### config.mk
export PLATFORM = sky130hd
export DESIGN_NAME = multichannel_servo_pwm_flat
export DESIGN_NICKNAME = d
export VERILOG_FILES = /design/src/design/msp_pkg.sv /design/src/design/msp_req_if.sv /design/src/design/msp_rsp_if.sv /design/src/design/msp_cfg_if.sv /design/src/design/msp_map.sv /design/src/design/multichannel_servo_pwm.sv /design/src/flat_wrapper.sv
export SDC_FILE = /design/constraint.sdc
export NUM_CORES = 1
export LEC_CHECK = 0
export BUFFER_PORTS_ARGS = -buffer_cell sky130_fd_sc_hd__buf_2
export CORE_UTILIZATION = 50
export DETAILED_ROUTE_END_ITERATION = 12
export PLACE_DENSITY_LB_ADDON = 0.08
export SYNTH_ARGS = -nofsm -noshare
export SYNTH_HDL_FRONTEND = slang
export SYNTH_HIERARCHICAL = 1
export SYNTH_SLANG_ARGS = --single-unit
### constraint.sdc
create_clock -name clk -period 28 [get_ports clk]
set_clock_uncertainty 0.05 [all_clocks]
set_input_delay 4.2 -clock clk [delete_from_list [all_inputs] [get_ports clk]]
set_output_delay 4.2 -clock clk [all_outputs]
set_load 0.01 [all_outputs]
### src/design/msp_pkg.sv
// Shared types and constants for the multichannel servo pulse generator.
package msp_pkg;

	localparam int MAX_CHANNELS = 8;
	localparam int CHAN_BITS    = 3;
	localparam int PACK_BITS    = 12;
	localparam int REG_BITS     = 48;
	localparam int PERIOD_BITS  = 15;
	localparam int PCT_BITS     = 7;
	localparam int READ_BITS    = 12;
	localparam int CFG_IDX_BITS = 3;

	localparam int DEF_CHANNELS   = 8;
	localparam int DEF_WIDTH_BITS = 12;

	typedef logic [1:0] func_t;
	localparam func_t FUNC_TICK = 2'd0;
	localparam func_t FUNC_SET  = 2'd1;
	localparam func_t FUNC_READ = 2'd2;

	typedef logic [CFG_IDX_BITS-1:0] cfg_idx_t;
	localparam cfg_idx_t REG_PERIOD = 3'd0;
	localparam cfg_idx_t REG_MIN_LO = 3'd1;
	localparam cfg_idx_t REG_MIN_HI = 3'd2;
	localparam cfg_idx_t REG_MAX_LO = 3'd3;
	localparam cfg_idx_t REG_MAX_HI = 3'd4;

	localparam logic [PERIOD_BITS-1:0] RESET_PERIOD = 15'd20000;
	localparam logic [REG_BITS-1:0]    RESET_MINS   = 48'd65299445146550;
	localparam logic [REG_BITS-1:0]    RESET_MAXS   = 48'd140909329000450;
	localparam int                     RESET_WIDTH  = 1500;
	localparam logic [PCT_BITS-1:0]    FULL_SCALE   = 7'd100;

	// floor(x / 100) == (x * DIV_RECIP) >> DIV_SHIFT for x below 2^20
	localparam int                     PROD_BITS = PACK_BITS + PCT_BITS;
	localparam int                     DIV_SHIFT = 26;
	localparam int                     RECIP_BITS = 20;
	localparam logic [RECIP_BITS-1:0]  DIV_RECIP = 20'd671089;
	localparam int                     DIVP_BITS = PROD_BITS + RECIP_BITS;

	typedef struct packed {
		logic                 valid;
		logic [CHAN_BITS-1:0] channel;
		logic [PACK_BITS-1:0] width;
	} map_wr_t;

	typedef struct packed {
		logic [MAX_CHANNELS-1:0] pin_levels;
		logic [READ_BITS-1:0]    width_readback;
		logic                    period_start;
	} result_t;

endpackage

### src/design/msp_req_if.sv
// Request channel: tick, set and read items.
interface msp_req_if;
	logic                            valid;
	logic                            ready;
	msp_pkg::func_t                  func;
	logic [msp_pkg::CHAN_BITS-1:0]   channel;
	logic [msp_pkg::PCT_BITS-1:0]    percentage;

	modport source (output valid, output func, output channel, output percentage, input ready);
	modport sink (input valid, input func, input channel, input percentage, output ready);
endinterface

### src/design/msp_rsp_if.sv
// Result channel: pin levels, width readback and frame start flag.
interface msp_rsp_if;
	logic                               valid;
	logic                               ready;
	logic [msp_pkg::MAX_CHANNELS-1:0]   pin_levels;
	logic [msp_pkg::READ_BITS-1:0]      width_readback;
	logic                               period_start;

	modport source (output valid, output pin_levels, output width_readback,
		output period_start, input ready);
	modport sink (input valid, input pin_levels, input width_readback,
		input period_start, output ready);
endinterface

### src/design/msp_cfg_if.sv
// Configuration write channel.
interface msp_cfg_if;
	logic                           valid;
	logic                           ready;
	msp_pkg::cfg_idx_t              index;
	logic [msp_pkg::REG_BITS-1:0]   data;

	modport source (output valid, output index, output data, input ready);
	modport sink (input valid, input index, input data, output ready);
endinterface

### src/design/msp_map.sv
// Two-stage percentage to pulse width mapper: multiply, then divide by 100.
module msp_map (
	input  logic                             clk,
	input  logic                             arst_n,
	input  logic                             start,
	input  logic [msp_pkg::CHAN_BITS-1:0]    channel,
	input  logic [msp_pkg::PCT_BITS-1:0]     percentage,
	input  logic [msp_pkg::REG_BITS-1:0]     min_lo,
	input  logic [msp_pkg::REG_BITS-1:0]     min_hi,
	input  logic [msp_pkg::REG_BITS-1:0]     max_lo,
	input  logic [msp_pkg::REG_BITS-1:0]     max_hi,
	output msp_pkg::map_wr_t                 wr
);
	import msp_pkg::*;

	logic [REG_BITS-1:0]  min_word;
	logic [REG_BITS-1:0]  max_word;
	logic [PACK_BITS-1:0] lo;
	logic [PACK_BITS-1:0] hi;
	logic [PACK_BITS-1:0] diff;
	logic [PCT_BITS-1:0]  pct;
	logic                 down;
	logic [PROD_BITS-1:0] prod;

	logic                 valid_s1;
	logic [CHAN_BITS-1:0] channel_s1;
	logic [PACK_BITS-1:0] lo_s1;
	logic                 down_s1;
	logic [PROD_BITS-1:0] prod_s1;

	logic [DIVP_BITS-1:0] quot_full;
	logic [PACK_BITS-1:0] quot;

	always_comb begin
		min_word = channel[CHAN_BITS-1] ? min_hi : min_lo;
		max_word = channel[CHAN_BITS-1] ? max_hi : max_lo;
		lo       = min_word[channel[1:0]*PACK_BITS +: PACK_BITS];
		hi       = max_word[channel[1:0]*PACK_BITS +: PACK_BITS];
		down     = hi < lo;
		diff     = down ? (lo - hi) : (hi - lo);
		pct      = (percentage > FULL_SCALE) ? FULL_SCALE : percentage;
		prod     = PROD_BITS'(diff) * PROD_BITS'(pct);
	end

	always_ff @(posedge clk or negedge arst_n) begin
		if (!arst_n) begin
			valid_s1 <= 1'b0;
		end else begin
			valid_s1 <= start;
		end
	end

	always_ff @(posedge clk) begin
		if (start) begin
			channel_s1 <= channel;
			lo_s1      <= lo;
			down_s1    <= down;
			prod_s1    <= prod;
		end
	end

	always_comb begin
		quot_full  = DIVP_BITS'(prod_s1) * DIVP_BITS'(DIV_RECIP);
		quot       = quot_full[DIV_SHIFT +: PACK_BITS];
		wr.valid   = valid_s1;
		wr.channel = channel_s1;
		wr.width   = down_s1 ? (lo_s1 - quot) : (lo_s1 + quot);
	end

endmodule

### src/design/multichannel_servo_pwm.sv
// Top level: eight-channel RC servo pulse generator on a 1 us tick time base.
//
//  channel | dir | payload                                   | handshake
//  req     | in  | func, channel, percentage                 | valid/ready
//  rsp     | out | pin_levels, width_readback, period_start   | valid/ready
//  cfg     | in  | index, data                               | valid/ready, always ready
//
// One item per cycle while the skid entry is free; each result is registered
// and offered the cycle after its item unless rsp stalls. A set item's width
// passes the mapper's multiply stage register, then its reciprocal divide, into
// the pending slot; a frame-start tick while the mapper output is valid takes
// that width directly. Reset clears all control state; no clearing pass.
// A two-entry result buffer keeps req flowing while rsp stalls for one item.
module multichannel_servo_pwm #(
	parameter int CHANNELS   = msp_pkg::DEF_CHANNELS,
	parameter int WIDTH_BITS = msp_pkg::DEF_WIDTH_BITS
) (
	input  logic        clk,
	input  logic        arst_n,
	msp_req_if.sink     req,
	msp_rsp_if.source   rsp,
	msp_cfg_if.sink     cfg
);
	import msp_pkg::*;

	localparam int CH_IDX_W = (CHANNELS > 1) ? $clog2(CHANNELS) : 1;
	localparam int CMP_W    = (WIDTH_BITS > PERIOD_BITS) ? WIDTH_BITS : PERIOD_BITS;

	logic [PERIOD_BITS-1:0] period_q;
	logic [REG_BITS-1:0]    min_lo_q;
	logic [REG_BITS-1:0]    min_hi_q;
	logic [REG_BITS-1:0]    max_lo_q;
	logic [REG_BITS-1:0]    max_hi_q;

	logic [PERIOD_BITS-1:0] count_q;
	logic [WIDTH_BITS-1:0]  active_q  [CHANNELS];
	logic [WIDTH_BITS-1:0]  pending_q [CHANNELS];
	logic [CHANNELS-1:0]    flag_q;
	logic [CHANNELS-1:0]    pin_q;

	result_t main_q;
	result_t skid_q;
	logic    main_v_q;
	logic    skid_v_q;

	map_wr_t wr;

	logic                   accept;
	logic                   pop;
	logic                   ch_ok;
	logic [CH_IDX_W-1:0]    ch_idx;
	logic                   is_tick;
	logic                   is_set;
	logic                   is_read;
	logic                   frame_start;
	logic [WIDTH_BITS-1:0]  pend_eff [CHANNELS];
	logic [WIDTH_BITS-1:0]  act_eff [CHANNELS];
	logic [CHANNELS-1:0]    pins_next;
	logic [PERIOD_BITS-1:0] count_inc;
	logic [PERIOD_BITS-1:0] count_next;
	result_t                res;

	assign cfg.ready = 1'b1;

	always_ff @(posedge clk or negedge arst_n) begin
		if (!arst_n) begin
			period_q <= RESET_PERIOD;
			min_lo_q <= RESET_MINS;
			min_hi_q <= RESET_MINS;
			max_lo_q <= RESET_MAXS;
			max_hi_q <= RESET_MAXS;
		end else if (cfg.valid) begin
			unique case (cfg.index)
				REG_PERIOD: period_q <= cfg.data[PERIOD_BITS-1:0];
				REG_MIN_LO: min_lo_q <= cfg.data;
				REG_MIN_HI: min_hi_q <= cfg.data;
				REG_MAX_LO: max_lo_q <= cfg.data;
				REG_MAX_HI: max_hi_q <= cfg.data;
				default: ;
			endcase
		end
	end

	always_comb begin
		is_tick     = req.func == FUNC_TICK;
		is_set      = req.func == FUNC_SET;
		is_read     = req.func == FUNC_READ;
		ch_ok       = {1'b0, req.channel} < (CHAN_BITS + 1)'(CHANNELS);
		ch_idx      = req.channel[CH_IDX_W-1:0];
		frame_start = count_q == '0;
		req.ready   = !skid_v_q;
		accept      = req.valid && req.ready;
		pop         = main_v_q && rsp.ready;
	end

	msp_map u_map (
		.clk        (clk),
		.arst_n     (arst_n),
		.start      (accept && is_set && ch_ok),
		.channel    (req.channel),
		.percentage (req.percentage),
		.min_lo     (min_lo_q),
		.min_hi     (min_hi_q),
		.max_lo     (max_lo_q),
		.max_hi     (max_hi_q),
		.wr         (wr)
	);

	always_comb begin
		pins_next = frame_start ? '1 : pin_q;
		for (int i = 0; i < CHANNELS; i++) begin
			pend_eff[i] = (wr.valid && wr.channel[CH_IDX_W-1:0] == CH_IDX_W'(i))
				? WIDTH_BITS'(wr.width) : pending_q[i];
			act_eff[i] = (frame_start && flag_q[i]) ? pend_eff[i] : active_q[i];
			if (CMP_W'(count_q) >= CMP_W'(act_eff[i])) begin
				pins_next[i] = 1'b0;
			end
		end
		count_inc  = count_q + PERIOD_BITS'(1);
		count_next = (count_inc >= period_q) ? '0 : count_inc;

		res.pin_levels     = MAX_CHANNELS'(is_tick ? pins_next : pin_q);
		res.width_readback = (is_read && ch_ok) ? READ_BITS'(active_q[ch_idx]) : '0;
		res.period_start   = is_tick && frame_start;
	end

	always_ff @(posedge clk or negedge arst_n) begin
		if (!arst_n) begin
			count_q <= '0;
			pin_q   <= '0;
			flag_q  <= '0;
			for (int i = 0; i < CHANNELS; i++) begin
				active_q[i] <= WIDTH_BITS'(RESET_WIDTH);
			end
		end else if (accept) begin
			if (is_tick) begin
				count_q <= count_next;
				pin_q   <= pins_next;
				if (frame_start) begin
					for (int i = 0; i < CHANNELS; i++) begin
						active_q[i] <= act_eff[i];
					end
					flag_q <= '0;
				end
			end else if (is_set && ch_ok) begin
				flag_q[ch_idx] <= 1'b1;
			end
		end
	end

	always_ff @(posedge clk or negedge arst_n) begin
		if (!arst_n) begin
			for (int i = 0; i < CHANNELS; i++) begin
				pending_q[i] <= WIDTH_BITS'(RESET_WIDTH);
			end
		end else if (wr.valid) begin
			pending_q[wr.channel[CH_IDX_W-1:0]] <= WIDTH_BITS'(wr.width);
		end
	end

	// result buffer: main register plus skid entry
	always_ff @(posedge clk or negedge arst_n) begin
		if (!arst_n) begin
			main_v_q <= 1'b0;
			skid_v_q <= 1'b0;
		end else if (accept) begin
			if (!main_v_q || pop) begin
				main_v_q <= 1'b1;
			end else begin
				skid_v_q <= 1'b1;
			end
		end else if (pop) begin
			main_v_q <= skid_v_q;
			skid_v_q <= 1'b0;
		end
	end

	always_ff @(posedge clk) begin
		if (accept) begin
			if (!main_v_q || pop) begin
				main_q <= res;
			end else begin
				skid_q <= res;
			end
		end else if (pop && skid_v_q) begin
			main_q <= skid_q;
		end
	end

	assign rsp.valid          = main_v_q;
	assign rsp.pin_levels     = main_q.pin_levels;
	assign rsp.width_readback = main_q.width_readback;
	assign rsp.period_start   = main_q.period_start;

endmodule
### src/flat_wrapper.sv
// flat-port wrapper written by rule: the top's interface ports become plain ports
module multichannel_servo_pwm_flat import msp_pkg::*;
#(
	parameter int CHANNELS   = msp_pkg::DEF_CHANNELS,
	parameter int WIDTH_BITS = msp_pkg::DEF_WIDTH_BITS
)
  (clk, arst_n, req_valid, req_func, req_channel, req_percentage, req_ready, rsp_valid, rsp_pin_levels, rsp_width_readback, rsp_period_start, rsp_ready, cfg_valid, cfg_index, cfg_data, cfg_ready);
  msp_req_if req_i ();
  msp_rsp_if rsp_i ();
  msp_cfg_if cfg_i ();
  input  logic clk;
  input  logic arst_n;
  input wire logic [$bits(req_i.valid)-1:0] req_valid;
  input wire logic [$bits(req_i.func)-1:0] req_func;
  input wire logic [$bits(req_i.channel)-1:0] req_channel;
  input wire logic [$bits(req_i.percentage)-1:0] req_percentage;
  output wire logic [$bits(req_i.ready)-1:0] req_ready;
  output wire logic [$bits(rsp_i.valid)-1:0] rsp_valid;
  output wire logic [$bits(rsp_i.pin_levels)-1:0] rsp_pin_levels;
  output wire logic [$bits(rsp_i.width_readback)-1:0] rsp_width_readback;
  output wire logic [$bits(rsp_i.period_start)-1:0] rsp_period_start;
  input wire logic [$bits(rsp_i.ready)-1:0] rsp_ready;
  input wire logic [$bits(cfg_i.valid)-1:0] cfg_valid;
  input wire logic [$bits(cfg_i.index)-1:0] cfg_index;
  input wire logic [$bits(cfg_i.data)-1:0] cfg_data;
  output wire logic [$bits(cfg_i.ready)-1:0] cfg_ready;
  assign req_i.valid = req_valid;
  assign req_i.func = req_func;
  assign req_i.channel = req_channel;
  assign req_i.percentage = req_percentage;
  assign req_ready = req_i.ready;
  assign rsp_valid = rsp_i.valid;
  assign rsp_pin_levels = rsp_i.pin_levels;
  assign rsp_width_readback = rsp_i.width_readback;
  assign rsp_period_start = rsp_i.period_start;
  assign rsp_i.ready = rsp_ready;
  assign cfg_i.valid = cfg_valid;
  assign cfg_i.index = cfg_index;
  assign cfg_i.data = cfg_data;
  assign cfg_ready = cfg_i.ready;
  multichannel_servo_pwm #(.CHANNELS(CHANNELS), .WIDTH_BITS(WIDTH_BITS)) u_core (.clk(clk), .arst_n(arst_n), .req(req_i), .rsp(rsp_i), .cfg(cfg_i));
endmodule
; After elaboration in Yosys (flattened, before gate mapping)
; Index checks and enable logic that the tools add are counted.
; Widths: inputs -> output; s select.
[op_classes]
order_cmp = 16
n_addsub = 5
eq_ne = 16
n_reduce_logical = 45
n_mux = 53
n_bitwise = 4
shift = 2
n_mul = 3
[op_table]
columns = cell, count
row1 = $mux 12, 22
row2 = $ge 15x12->1, 8
row3 = $bwmux 96, 1
row4 = $mux 48, 2
row5 = $shiftx 48x7->12, 2
row6 = $mux 21, 3
row7 = $mux 8, 5
row8 = $mul 19x20->38 const B, 1
row9 = $bmux 12 s3, 1
row10 = $demux 12 s3, 1
row11 = $sub 12x12->12, 3
row12 = $logic_and 1x1->1, 23
row13 = $reduce_and 2->1, 10
row14 = $mul 12x7->19, 1
row15 = $add 15x1->15 const B, 1
row16 = $eq 3x3->1 const B, 5
row17 = $ge 15x15->1, 1
row18 = $logic_not 15->1, 1
row19 = $mux 1, 15
row20 = $mux 15, 1
row21 = $add 12x12->12, 1
row22 = $eq 3x2->1 const B, 4
row23 = $lt 12x12->1, 1
row24 = $ge 4x4->1 const B, 2
row25 = 20 further kinds, 29
[totals]
elab_cells = 181
output_inout_bits = 24
in_bits = 68
ff_bits = 510

; Depth between registers and ports, before layout
; Gate-level depths: netlist of the first run.
[depth]
ltp_word = 10
ltp_mapped = 47
depth_no_buf = 46

; By module
; Netlist of the first run, hierarchy kept.
[by_module_without_submodules]
columns = mod, n_inst, cells_per_inst, area_each_um2
row1 = multichannel_servo_pwm, 1, 2015, 22917.0
row2 = msp_map, 1, 1304, 12717.2

; Worst setup path before layout of the first run
; Ideal clock, no wire load.
[synth_path]
kind = input port to flip-flop
startpoint = input req_channel[2]
endpoint = register u_core.u_map.prod_s1[18] (data pin)
slack_ps = 14972
stages = 34
required_ps = 27690
arrival_time_ps = 12718
setup_time_ps = 260
cell_sequence = buf_1 > buf_1 > mux4_2 > mux2i_1 > inv_1 > fa_1 > a21o_1 > a21oi_1 > o21bai_1 > a21o_1 > a2111oi_2 > nor2_1 > clkbuf_1 > mux2i_1 > xnor2_1 > nand2_1 > fa_1 > inv_1 > ha_1 > inv_1 > fa_1 > fa_1 > inv_1 > ha_1 > a21oi_1 > o21bai_1 > a21oi_1 > o21bai_1 > a21oi_1 > o21ai_0 > o41ai_1 > o2111ai_1 > a21oi_1 > xnor2_1
[synth_via]
elab_chain_len = 5
word_cells_on_any_way = 9
classes_between = add/sub (2) / mul (1) / order compare (1) / shift (2) / mux (3)
[synth_rtl]
columns = element, line
row1 = start: declaration, flat_wrapper.sv:15  ; input wire logic [$bits(req_i.channel)-1:0] req_channel;
row2 = "$mux 48, on equally long branches", "msp_map.sv:36, msp_map.sv:35"
row3 = "$shiftx 48x7->12, on equally long branches", "msp_map.sv:38, msp_map.sv:37"
row4 = $sub 12x12->12 or $lt 12x12->1 (tied branches), "msp_map.sv:40, msp_map.sv:39"
row5 = $mux 12 (*), msp_map.sv:40  ; diff = down ? (lo - hi) : (hi - lo);
row6 = $mul 12x7->19 (*), msp_map.sv:42  ; prod = PROD_BITS'(diff) * PROD_BITS'(pct);
row7 = via u_core.u_map.prod[18], msp_map.sv:23  ; logic [PROD_BITS-1:0] prod;
row8 = end signal: assignment, msp_map.sv:58  ; prod_s1 <= prod;
row9 = end: declaration, msp_map.sv:29  ; logic [PROD_BITS-1:0] prod_s1;
; The timed path passes the listed nets; every way through them passes the cells marked *.
; A chain may end at the register's enable or synchronous reset.

; Worst setup path in the final report of the first run
; Ends and elaborated chain as after synthesis.

==> results of run 1 <==
cell families after synthesis:
group / synth area share [%]
AND/OR/NAND/NOR: 8.90
buffers and inverters: 6.66
adder cells (fa/ha/maj): 22.0
AO/OA/AOI/OAI: 9.35
flip-flops: 37.6
multiplexers: 13.9
XOR/XNOR: 1.60
other: 0.0105
worst max-delay path by stage:
stage | start | end | slack (ps) | cells past startpoint
finish | req_channel[2] | u_core/u_map/prod_s1[18] | 14060 | 34
global route | req_channel[2] | u_core/u_map/prod_s1[18] | 13450 | 34
CTS | req_channel[2] | u_core/u_map/prod_s1[18] | 14070 | 34
detailed placement | req_channel[2] | u_core/u_map/prod_s1[18] | 13470 | 34
global placement | req_channel[2] | u_core/u_map/prod_s1[18] | 13700 | 33
floorplan | req_channel[2] | u_core/u_map/prod_s1[18] | 14970 | 34
registers in the layout (all words and copies together), names as in the netlist, 15 cells and up:
name / cells
u_core/u_map/prod_s1: 19
u_core/pending_q: 96
u_core/min_hi_q: 48
u_core/max_hi_q: 48
u_core/min_lo_q: 48
u_core/active_q: 96
u_core/period_q: 15
u_core/skid_q: 21
u_core/max_lo_q: 48
u_core/count_q: 15
layer usage:
metal  vias to the layer above  global-route usage (%)  part of all wire [%]  wire length (µm)
met2                       522                    40.4                    46             41300
met5                         -                       0                 0.026                23
met4                         4                    5.64                   2.0              1760
met1                     12200                    36.7                    47             41700
met3                       111                    3.17                   4.9              4370
li1                      11400                       -                     -                 -
tightest hold or removal path, cell delays in order (launching register included):
cell and delay (ps):
dfstp_2 370, nand2_1 60, o21ai_2 50
cell usage after synthesis, types with 12 or more instances:
| cell type | count |
|---|---|
| mux2_2 | 207 |
| nand2b_1 | 13 |
| or2_2 | 13 |
| clkbuf_1 | 92 |
| fa_1 | 176 |
| a21o_1 | 26 |
| nor3_1 | 32 |
| nand3_1 | 23 |
| a211oi_1 | 13 |
| dfrtp_1 | 244 |
| dfstp_2 | 189 |
| o21ai_2 | 60 |
| xor2_1 | 17 |
| o31ai_1 | 21 |
| o21bai_1 | 12 |
| and2_1 | 25 |
| o211ai_1 | 17 |
| edfxtp_1 | 77 |
| ha_1 | 345 |
| nor2b_1 | 26 |
| mux2i_1 | 141 |
| xnor2_1 | 48 |
| nor4_1 | 13 |
| nand2_1 | 289 |
| o21ai_0 | 101 |
| nor2_1 | 215 |
| buf_1 | 21 |
| mux4_2 | 54 |
| a21oi_1 | 170 |
| inv_1 | 468 |
stage by stage:
step | cell area [µm²] | setup WS, ps | instances
2_1_floorplan | 35600 | 14970 | 3319
3_3_place_gp | 37000 | 13700 | 4247
3_5_place_dp | 37000 | 13470 | 4247
4_1_cts | 39000 | 14070 | 4357
5_1_grt | 39000 | 13450 | 4358
6_report | 39000 | 14060 | 4359
final cells by class:
class | count | area, µm²
clock buffer | 81 | 1670
timing repair buffer | 122 | 721
multi-input combinational | 2206 | 20000
sequential | 510 | 13400
fill | 6048 | 31300
antenna | 2 | 5.00
clock inverter | 29 | 287
tap | 940 | 1180
inverter | 469 | 1760
==> metrics.yaml, run 1 <==
path_buf_inv: 7
cp_common_cell: "a21oi_1"
fmax_ghz: 0.0717
worstPathRequired_ps: 28290
status: "completed"
drt-total-wl_um: 89200
row_count: 97
setup_viol: 0
clkLatencyLatePin_ps: 630
globalplace.congestion: 0.903
cp-end-kind: "register"
hold_start: "u_core/active_q[62]"
area_growth_pct: 9.43
netlist.area_leader.share_pct: 17.1
synthFlopType: "dfrtp_1"
avgSynthCellArea_um2: 10.7
synth_seq_cells: 510
fin_setup_tns_ps: 0
coreArea_um2: 70300
die_w_um: 269
die_area_um2: 72300
regToRegSetupSlack_ps: 16440
drc_errors: 0
dp_hpwl_um: 66400
min_period_over_period_pct: 49.8
synth.largest_area_cell: "dfrtp_1"
ctsHoldBuffers: 0
grt_pass1_wl_um: 140000
mostFrequentLayoutCells: "468 x inv_1, 345 x ha_1, 289 x nand2_1"
pin_count: 92
critPathKind: "in -> reg"
cts_root_buf: "clkbuf_16"
slew_viol_final: 0
crit_path_max_fanout: 60
clockBufferDepth: 3
firstDrtPassIters: 6
period_minus_slack_ps: 13940
crit_family: "compound AO/OA/AOI/OAI gates"
numCtsBuffers: 58
r2r_end: "u_core/rsp.pin_levels[0]"
vias: 24300
synthTopCellsByArea: "dfrtp_1 17%, dfstp_2 14%, ha_1 12%"
die_h_um: 269
grt_usage_pct: 25.3
postCtsSetupRepairBufs: 0
clk_pin_slew_ps: 60
relSlewSlack_pct: 25.9
wl_per_cell_um: 20.5
final_common_cell: "inv_1"
crit_path_max_incr_delay_ps: 860
grt_pass1_vias: 24500
syn_nets: 3908
syn_area_um2: 35600
grt_max_degree: 174
fin_util_pct: 55.5
drive_gt1_share_pct: 22.8
hold-worst-slack_ps: 431
min_path_type: "reg -> reg"
crit_slowest_cell: "buf_4"
antenna_found_initial: 5
synth_cell_type_count: 79
tritoncts: "yes"
ys_warn_count: 6
cts_max_level: 2
clock_sinks: 510
r2r_cells: 40
syn_inst: 3319
rsz0062_at_grt: "false"
drt-initial-drc-count: 1444
io_buffers: 90
worstHoldEndpoint: "u_core/active_q[62]"
postRouteAntennaNets: 0
routed_via_density: 5.56
final-hold-violation-count: 0
start_util_pct: 50.7
r2r_start: "u_core/u_map/prod_s1[14]"
grt-ovfl-total: 0
nets: 3956
synth_seq_area_share_pct: 37.6
hold_depth: 2
synth_edf_count: 77
worst_pin_slew_ps: 1110
cts_resized: 0
critPathLaunchType: "primary input"
cap_violations: 0
synthArstFlopShare_pct: 84.9
arrival_ps: 14230
Power of run 1 is not shown: default switching activity piles up to over one toggle a cycle in this logic, so the estimate is an artifact.
==> inputs of run 2 (changes only) <==
--- a/config.mk
+++ b/config.mk
@@ -5,6 +5,7 @@
 export SDC_FILE = /design/constraint.sdc
 export NUM_CORES = 1
 export LEC_CHECK = 0
+export ABC_AREA = 1
 export BUFFER_PORTS_ARGS = -buffer_cell sky130_fd_sc_hd__buf_2
 export CORE_UTILIZATION = 50
 export DETAILED_ROUTE_END_ITERATION = 12
==> constraint.sdc (replaced) <==
create_clock -name clk -period 11.3 [get_ports clk]
set_clock_uncertainty 0.05 [all_clocks]
set_input_delay 1.695 -clock clk [delete_from_list [all_inputs] [get_ports clk]]
set_output_delay 1.695 -clock clk [all_outputs]
set_load 0.01 [all_outputs]
==> metrics.yaml, run 2 <==
final_common_cell: "nand2_1"
critPathLaunchType: "register"
synth_seq_area_share_pct: 34.8
hold_depth: 2
postRouteAntennaNets: 0
synth.largest_area_cell: "dfrtp_1"
place_ws_ps: 1490
ctsHoldBuffers: 0
firstDrtPassIters: 5
clock_sinks: 510
routed_via_density: 5.10
postCtsSetupRepairBufs: 0
clk_pin_slew_ps: 60
slew_viol_final: 0
synth_cell_type_count: 52
cp-end-kind: "register"
largest_registers: "u_core/active_q (96), u_core/pending_q (96)"
mostFrequentLayoutCells: "1408 x nand2_1, 963 x inv_1, 441 x o21ai_0"
io_buffers: 90
die_area_um2: 77900
syn_nets: 5624
crit_slowest_cell: "xor2_1"
period_minus_slack_ps: 9860
antenna_found_initial: 6
clockBufferDepth: 3
area_growth_pct: 8.86
ys_warn_count: 6
die_h_um: 279
drt-total-wl_um: 107000
r2r_cells: 40
netlist.area_leader.share_pct: 15.9
hold-worst-slack_ps: 417
grt_max_degree: 97
grt_pass1_vias: 30700
tritoncts: "yes"
arrival_ps: 10200
crit_path_max_incr_delay_ps: 790
fmax_ghz: 0.101
cts_root_buf: "clkbuf_16"
syn_inst: 5035
pin_count: 92
cap_violations: 0
wl_per_cell_um: 17.4
synthTopCellsByCount: "1408 x nand2_1, 964 x inv_1, 441 x o21ai_0"
n_antenna_cell: 0
dp_hpwl_um: 77400
rsz0062_at_grt: "false"
critPathKind: "reg -> reg"
cts_max_level: 2
cts_resized: 0
grt-ovfl-total: 0
min_path_type: "reg -> reg"
seq_area_um2: 13400
cp_common_cell: "nand2_1"
fin_setup_tns_ps: 0
drc_errors: 0
worst_pin_slew_ps: 1150
clkLatencyLatePin_ps: 650
globalplace.congestion: 0.919
synthTopCellsByArea: "dfrtp_1 16%, nand2_1 14%, dfstp_2 13%"
crit_path_max_fanout: 8
setup_viol: 0
multi_input_area_um2: 20700
worstPathRequired_ps: 11650
synthArstFlopShare_pct: 84.9
vias: 31300
synthFlopType: "dfrtp_1"
status: "completed"
syn_area_um2: 38400
start_util_pct: 50.6
drt-initial-drc-count: 2344
grt_usage_pct: 28.0
die_w_um: 279
min_period_over_period_pct: 87.2
post-synth-top-count-cell: "nand2_1"
grt_pass1_wl_um: 170000
row_count: 101
nets: 5642
synth_seq_cells: 510
coreArea_um2: 75900
numCtsBuffers: 59
drive_gt1_share_pct: 9.38
synth_edf_count: 77
final-hold-violation-count: 0
setup_ws_ps: 1440
avgSynthCellArea_um2: 7.63
relSlewSlack_pct: 22.9
num-fill-cells: 7353
[run 2: worst paths after layout]
path                                          start                       end  slack, ps
max in group asynchronous                    arst_n        u_core/max_lo_q[4]       7850
setup reg to reg           u_core/u_map/prod_s1[13]  u_core/rsp.pin_levels[1]       1440
hold / removal                  u_core/active_q[75]       u_core/active_q[75]        420
setup / recovery           u_core/u_map/prod_s1[13]  u_core/rsp.pin_levels[1]       1440
min in group asynchronous                    arst_n       u_core/active_q[53]        970
hold reg to reg                 u_core/active_q[75]       u_core/active_q[75]        420
[run 2: worst max-delay path: cells and delay by family, from the launching register on]
family                     cells  cell delay (ps)
and+or+nand+nor               20             2220
buffers and inverters          4              230
xor gates and xnor gates       2              970
adders and majority gates     10             4450
DFF                            1              610
AOI/OAI and AO/OA              4             1060
[run 2: kinds of logic (layout without fill, tap and decap cells)]
kind of cell | after synthesis | after routing | synth area share, %
AO/OA/AOI/OAI | 713 | 713 | 9.91
flip-flops | 510 | 510 | 34.8
buffers and inverters | 1148 | 1217 | 11.5
adder cells (fa/ha/maj) | 521 | 521 | 20.4
AND/OR/NAND/NOR | 2078 | 2078 | 21.9
XOR/XNOR | 64 | 64 | 1.46
other | 1 | 1 | 0.00976
[run 2: metrics by stage]
stage | instance area (µm²) | util, % | instances
floorplan | 38400 | - | 5035
global placement | 39800 | 52.4 | 6022
detailed placement | 39800 | 52.4 | 6022
CTS | 41800 | 55.1 | 6134
global route | 41800 | 55.1 | 6134
finish | 41800 | 55.1 | 6134
[run 2: area by class of cell]
| class | count | area share (%) |
|---|---|---|
| Sequential cell | 510 | 32.0 |
| Tap cell | 1030 | 3.08 |
| Inverter | 983 | 8.82 |
| Clock buffer | 86 | 4.09 |
| Clock inverter | 26 | 0.817 |
| Timing Repair Buffer | 122 | 1.68 |
| Multi-Input combinational cell | 3377 | 49.5 |
[run 2: per-layer routing]
metal / wire length [µm] / share of wire, % / vias up / track usage [%]
li1: - / - / 15700 / -
met1: 49400 / 46 / 14700 / 39.2
met2: 47600 / 45 / 750 / 44.6
met3: 6440 / 6.0 / 158 / 4.50
met4: 3080 / 2.9 / 2 / 8.31
met5: 13 / 0.012 / - / 0
Power of run 2 is left out for the same reason.
